File: config.mk
export PLATFORM = sky130hd
export DESIGN_NAME = dfr_front
export DESIGN_NICKNAME = d
export VERILOG_FILES = /design/src/design/dfr_pkg.sv /design/src/design/dfr_front.sv
export SDC_FILE = /design/constraint.sdc
export NUM_CORES = 1
export LEC_CHECK = 0
export BUFFER_PORTS_ARGS = -buffer_cell sky130_fd_sc_hd__buf_2
export CAP_MARGIN = 30
export CORE_MARGIN = 2
export CORE_UTILIZATION = 40
export CTS_CLUSTER_SIZE = 12
export DETAILED_ROUTE_END_ITERATION = 6
export PLACE_DENSITY = 0.67
export SYNTH_ARGS = -nofsm -noshare
export SYNTH_HDL_FRONTEND = slang
export SYNTH_SLANG_ARGS = --single-unit
File: constraint.sdc
create_clock -name clk -period 4.2 [get_ports clk]
set_input_delay 0.63 -clock clk [delete_from_list [all_inputs] [get_ports clk]]
set_output_delay 0.63 -clock clk [all_outputs]
set_load 0.1 [all_outputs]
File: src/design/dfr_pkg.sv
`default_nettype none
// ----------------------------------------------------------------------------
// dfr_pkg: shared types and constants of the frequency response unit
// Command and status codes, payload structs, queue entry and the CORDIC table.
// ----------------------------------------------------------------------------
package dfr_pkg;

	localparam int COEFF_BITS   = 32;
	localparam int PHASE_BITS   = 16;
	localparam int IDX_BITS     = 4;
	localparam int CNT_BITS     = 5;
	localparam int RES_BITS     = 32;
	localparam int CFG_IDX_BITS = 1;

	localparam int CORDIC_STEPS = 16;
	localparam int STEP_BITS    = 4;
	localparam int ANG_BITS     = 33;
	localparam int XY_BITS      = 34;
	localparam int CS_BITS      = 32;
	localparam int FRAC_BITS    = 30;
	localparam int LO_BITS      = 24;
	localparam int QUOT_BITS    = 32;
	localparam int DIV_CNT_BITS = 5;

	localparam logic signed [XY_BITS-1:0] CORDIC_GAIN = 34'sd652032874;

	localparam logic [1:0] CMD_WR_NUM = 2'd0;
	localparam logic [1:0] CMD_WR_DEN = 2'd1;
	localparam logic [1:0] CMD_EVAL   = 2'd2;

	localparam logic [1:0] STATUS_OK       = 2'd0;
	localparam logic [1:0] STATUS_DEN_ZERO = 2'd1;
	localparam logic [1:0] STATUS_RANGE    = 2'd2;

	localparam logic [CFG_IDX_BITS-1:0] CFG_NUM_COUNT = 1'b0;
	localparam logic [CFG_IDX_BITS-1:0] CFG_DEN_COUNT = 1'b1;

	localparam int QUEUE_DEPTH = 2;

	typedef struct packed {
		logic [1:0]                   command;
		logic [IDX_BITS-1:0]          coeff_index;
		logic signed [COEFF_BITS-1:0] coeff_value;
		logic [PHASE_BITS-1:0]        phase;
	} request_t;

	typedef struct packed {
		logic signed [RES_BITS-1:0] resp_real;
		logic signed [RES_BITS-1:0] resp_imag;
		logic [1:0]                 status;
	} result_t;

	typedef enum logic [1:0] {
		KIND_WR_NUM,
		KIND_WR_DEN,
		KIND_EVAL
	} item_kind_t;

	typedef struct packed {
		item_kind_t                   kind;
		logic [IDX_BITS-1:0]          addr;
		logic signed [COEFF_BITS-1:0] value;
		logic [PHASE_BITS-1:0]        phase;
	} queue_item_t;

	// atan(2^-i) as a fraction of a full turn, 2^32 per turn
	function automatic logic signed [ANG_BITS-1:0] turn_atan(input logic [STEP_BITS-1:0] i);
		logic signed [ANG_BITS-1:0] v;
		case (i)
			4'd0:    v = 33'sd536870912;
			4'd1:    v = 33'sd316933406;
			4'd2:    v = 33'sd167458907;
			4'd3:    v = 33'sd85004756;
			4'd4:    v = 33'sd42667331;
			4'd5:    v = 33'sd21354465;
			4'd6:    v = 33'sd10679838;
			4'd7:    v = 33'sd5340245;
			4'd8:    v = 33'sd2670163;
			4'd9:    v = 33'sd1335087;
			4'd10:   v = 33'sd667544;
			4'd11:   v = 33'sd333772;
			4'd12:   v = 33'sd166886;
			4'd13:   v = 33'sd83443;
			4'd14:   v = 33'sd41722;
			4'd15:   v = 33'sd20861;
			default: v = '0;
		endcase
		return v;
	endfunction

endpackage
`default_nettype wire

File: src/design/dfr_front.sv
`default_nettype none
// ----------------------------------------------------------------------------
// dfr_front: command intake and item queue
// Drops items with no effect and queues the rest for the back end.
// ----------------------------------------------------------------------------
module dfr_front #(
	parameter int MAX_TAPS = 16
) (
	input  wire logic                 clk,
	input  wire logic                 arst_n,
	input  wire logic                 start,
	output logic                      busy,
	input  wire dfr_pkg::request_t    request,
	output logic                      q_valid,
	output dfr_pkg::queue_item_t      q_item,
	input  wire logic                 q_pop
);
	import dfr_pkg::*;

	localparam int PW = (QUEUE_DEPTH > 1) ? $clog2(QUEUE_DEPTH) : 1;
	localparam int NW = $clog2(QUEUE_DEPTH + 1);

	queue_item_t    slot_q [QUEUE_DEPTH];
	logic [PW-1:0]  wr_ptr_q, rd_ptr_q;
	logic [NW-1:0]  count_q;
	logic           keep, push;
	queue_item_t    entry;

	always_comb begin
		entry.addr  = request.coeff_index;
		entry.value = request.coeff_value;
		entry.phase = request.phase;
		keep        = 1'b0;
		case (request.command)
			CMD_WR_NUM: begin
				entry.kind = KIND_WR_NUM;
				keep       = int'(request.coeff_index) < MAX_TAPS;
			end
			CMD_WR_DEN: begin
				entry.kind = KIND_WR_DEN;
				keep       = int'(request.coeff_index) < MAX_TAPS;
			end
			CMD_EVAL: begin
				entry.kind = KIND_EVAL;
				keep       = 1'b1;
			end
			default: begin
				entry.kind = KIND_EVAL;
			end
		endcase
	end

	assign busy    = count_q == NW'(QUEUE_DEPTH);
	assign push    = start && !busy && keep;
	assign q_valid = count_q != '0;
	assign q_item  = slot_q[rd_ptr_q];

	always_ff @(posedge clk) begin
		if (push) begin
			slot_q[wr_ptr_q] <= entry;
		end
	end

	always_ff @(posedge clk or negedge arst_n) begin
		if (!arst_n) begin
			wr_ptr_q <= '0;
			rd_ptr_q <= '0;
			count_q  <= '0;
		end else begin
			if (push) begin
				wr_ptr_q <= (int'(wr_ptr_q) == QUEUE_DEPTH - 1) ? '0 : wr_ptr_q + 1'b1;
			end
			if (q_pop) begin
				rd_ptr_q <= (int'(rd_ptr_q) == QUEUE_DEPTH - 1) ? '0 : rd_ptr_q + 1'b1;
			end
			if (push && !q_pop) begin
				count_q <= count_q + 1'b1;
			end else if (q_pop && !push) begin
				count_q <= count_q - 1'b1;
			end
		end
	end

endmodule
`default_nettype wire

# [Word level (Yosys, flattened, before mapping)]
# Memories as Yosys holds them, arrays and structs flattened.
# Cells that the tools add are included.
# W data, S select, Z words.
[totals] register_bits=4 ramBits=108 inputBits=58 out_inout_bits=56 elab_cells=30 mem_count=1
[op_classes] n_addsub=4 n_eq_ne=3 n_mux=8 n_reduce_logical=11
[memory_table] memory="slot_q" words=2 word_bits=54 read_ports=1 rd_ports_with_merged_regs=0 wr=1 line_no="dfr_front.sv:23" text="queue_item_t slot_q [QUEUE_DEPTH];"
[ops] cell="$mux W1" count=5
[ops] cell="$eq A2 B2 Y1 const B" count=2
[ops] cell="$logic_and A1 B1 Y1" count=4
[ops] cell="$mux W2" count=2
[ops] cell="$pmux W2 S2" count=1
[ops] cell="$reduce_bool A2 Y1" count=2
[ops] cell="$logic_not A1 Y1" count=3
[ops] cell="$reduce_or A3 Y1" count=1
[ops] cell="$add A1 B1 Y1 const B" count=2
[ops] cell="$add A2 B1 Y2 const B" count=1
[ops] cell="$eq A2 B1 Y1 const B" count=1
[ops] cell="$logic_not A2 Y1" count=1
[ops] cell="$sub A2 B1 Y2 const B" count=1

# [Depth between registers and ports, before layout]
[logic_depth] depth_word=8 ltp_mapped=7 depth_no_buf=7

# [Worst setup path after synthesis]
# OpenSTA, ideal clock, no wires.
[synth_path] kind="flip-flop to flip-flop" from="reg count_q[1]" to="mem slot_q[0][0] in the netlist's numbering, enable pin" setup_ns=0.466 t_arrival_ns=3.301 required_ns=3.734 path_slack_ns=0.433 stages_incl_launch_ff=4 n_path_buf=0 synth_period_minus_slack_ns=3.767 path_cell_list="dfrtp_1 -> nor2b_2 -> nand3b_1 -> nor2_1"
[synth_between] elab_chain_cells=6
[synth_lines] item="start, declared" line_no="dfr_front.sv:25" text="logic [NW-1:0] count_q;"
[synth_lines] item="start signal, assigned" line_no="dfr_front.sv:77" text="count_q <= count_q + 1'b1;"
[synth_lines] item="start signal, assigned" line_no="dfr_front.sv:79" text="count_q <= count_q - 1'b1;"
[synth_lines] item="$eq A2 B2 Y1" line_no="dfr_front.sv:53" text="assign busy = count_q == NW'(QUEUE_DEPTH);"
[synth_lines] item="via busy" line_no="dfr_front.sv:12" text="output logic busy,"
[synth_lines] item="$logic_not A1 Y1" line_no="dfr_front.sv:54" text="assign push = start && !busy && keep;"
[synth_lines] item="$logic_and A1 B1 Y1 (2 in series)" line_no="dfr_front.sv:54"
[synth_lines] item="$mux W1" line_no="dfr_front.sv:59" text="if (push) begin"
[synth_lines] item="$mux W1 (not written as such)" line_no="dfr_front.sv:60" text="slot_q[wr_ptr_q] <= entry;"
[synth_lines] item="end, declared" line_no="dfr_front.sv:23"
# The timed path passes the listed nets, and every way through them passes these cells.

==> metrics.txt <==
outcome=finished, final reports clean; via count=2030; Synth top area share=74.35%; Critical Path Max Stage Delay=0.63 ns; largest cells by area after synthesis=edfxtp_1 (74%), mux2_4 (17%), buf_12 (2.3%), dfrtp_1 (2.3%), mux2_2 (1.3%); compound-cell area share of the yosys netlist=0%; pins over their slew limit=0; Std-Cell Core Area=10750 µm²; Via density=4.462; sequential share of the synthesized area=76.65%; top sig layer=met4; postcts setup bufs=0; cts hold-fix bufs=0; Die H=108.4 µm; DPL Wire Length=4.282 mm; max cap viols=0; fin crit period=2.626 ns; endpoints failing setup=0; Initial Utilization=40.59%; Worst Tran Pin Value=0.7533 ns; number of port buffers=113; Top Ports=114; Post-CTS Resized=0; setup total negative slack=0 ns; worst path cell trace=buf_16, mux2_2, buf_2; crit path kind=register to output port; DRT Pass-1 Iters=4; WP data arrival=2.00 ns; Clock Tree Buf Depth=2; Clock Sinks=112; DRC=0; placer congestion estimate=0.6618; mux cell area share after synthesis=18.16%; crit path max fanout=41; adder-cell share of the synthesized area=0.2869%; largest net degree at the start of global routing=56; Layout Skew=0.008012 ns; vias in the first global route=2018; Rel. slew slack=49.78%; XOR/XNOR share of the synthesized area=1.004%; Critical-path top delay cell=dfrtp_4; Clk pin slew, worst setup/hold paths=0.09 ns; met2 routed WL=3.542 mm; WL per Instance=15.13 µm; Overall Global Routing Usage=11.73%; synth warn=0; Routed WL=6.882 mm; fin nets=369; initial antenna violation count=0; # diodes=0; Worst EP required=3.57 ns; Yosys cell types=17; Root Driver=clkbuf_8; top achievable clock speed=380.9 MHz; Layout area overhead=20.34%; row cnt=38; first-pass GRT wire length=9.963 mm; Critical Path End Type=output port; H-tree depth=3; Layout fillers=937; routed length on met1=2.791 mm; CTS tree=done; simple-gate share of the synthesized area=1.004%; die width=108.4 µm; Antenna Nets Post-Route=0; Synth area leader=edfxtp_1; synthesized area=4362 µm²; RSZ-0062 raised after global routing=false; CTS buffer count=9; Hold WC Path Type=input pin to async pin; largest family of logic cells by synthesized area=multiplexers; flops & latches, synth=112; die area=11760 µm²; Hold Vio Cnt, Final=0; initial DRC count=58; crit share post-route=62.51%; Synth Area per Inst=22.96 µm²; syn_nets=249; CP bufs+invs=2; gr ovfl total=0; share of cells above drive strength 1=59.68%; routed wire length on met3=432 µm; Clk Latency, worst-skew pair=0.36 ns; CP Launch Type=register; Syn Inst Count=190; critical path's top delay family=flip-flops
==> registers in the layout, summed over array words and instances, names as in the netlist <==
register	flops
count_q	2
rd_ptr_q	1
slot_q	108
wr_ptr_q	1
==> cells in the mapped netlist <==
| master | count |
|---|---|
| mux2_2 | 5 |
| nor2_1 | 3 |
| nand2_1 | 1 |
| nand3b_1 | 1 |
| xor2_1 | 3 |
| or2_2 | 1 |
| clkbuf_1 | 1 |
| buf_12 | 5 |
| xnor2_1 | 2 |
| inv_1 | 3 |
| mux2_4 | 49 |
| dfrtp_1 | 4 |
| ha_1 | 1 |
| edfxtp_1 | 108 |
| nor2b_2 | 1 |
| buf_6 | 1 |
| nor2b_1 | 1 |
==> kinds of logic after synthesis <==
family | count (synthesis)
mux | 54
flops | 112
buf+inv | 10
xor+xnor | 5
simple gates | 8
fa+ha+maj | 1
==> final timing paths <==
check,endpoint,from,slack (ns),depth (start not counted)
hold reg to reg,count_q[1],count_q[1],0.50,1
max in group asynchronous,rd_ptr_q,arst_n,4.00,1
setup reg to reg,slot_q[0][38],count_q[1],2.13,4
min in group clk,slot_q[0][46],request[46],0.45,1
hold / removal,count_q[0],arst_n,0.06,1
setup / recovery,q_item[48],rd_ptr_q,1.57,3
==> area by class of cell <==
type                    instances  area [µm²]  share of cell area (%)
flip-flops and latches        112        3347                   63.77
inverters                       3       11.26                  0.2145
repair buffers                116       608.1                   11.59
clock buffers                  14       162.7                   3.099
clock inverters                 2       37.54                  0.7151
multi-input cells              68       907.1                   17.28
well taps                     140       175.2                   3.337
==> stage by stage <==
| stage | instance area [µm²] | util, % | hold WS [ns] | cells | setup WS [ns] |
|---|---|---|---|---|---|
| after floorplan | 4362 | - | 0.3344 | 190 | 0.4331 |
| after global placement | 5021 | 46.73 | 0.4383 | 438 | 1.712 |
| after detailed placement | 5021 | 46.73 | 0.4458 | 438 | 1.698 |
| after CTS | 5221 | 48.59 | 0.03267 | 454 | 1.273 |
| after global routing | 5249 | 48.85 | 0.03442 | 455 | 1.495 |
| final | 5249 | 48.85 | 0.06051 | 455 | 1.574 |
==> layout by cell type (no fill, tap or decap), types with 2 or more instances in the layout <==
| cell | instances |
|---|---|
| inv_1 | 3 |
| buf_4 | 2 |
| clkbuf_1 | 3 |
| edfxtp_1 | 108 |
| mux2_2 | 5 |
| xnor2_1 | 2 |
| nor2_4 | 2 |
| dfrtp_1 | 3 |
| mux2_4 | 49 |
| xor2_1 | 3 |
| buf_2 | 113 |
| clkbuf_8 | 11 |
==> per-layer routing <==
| layer | track usage, % | vias to the layer above |
|---|---|---|
| li1 | - | 972 |
| met3 | 3.376 | 7 |
| met1 | 13.31 | 984 |
| met4 | 7.418 | 0 |
| met5 | 0 | - |
| met2 | 19.42 | 67 |
Power is left out: the tool's default activity adds up to more than one toggle a clock period on the data nets, which glitch-free logic cannot reach.
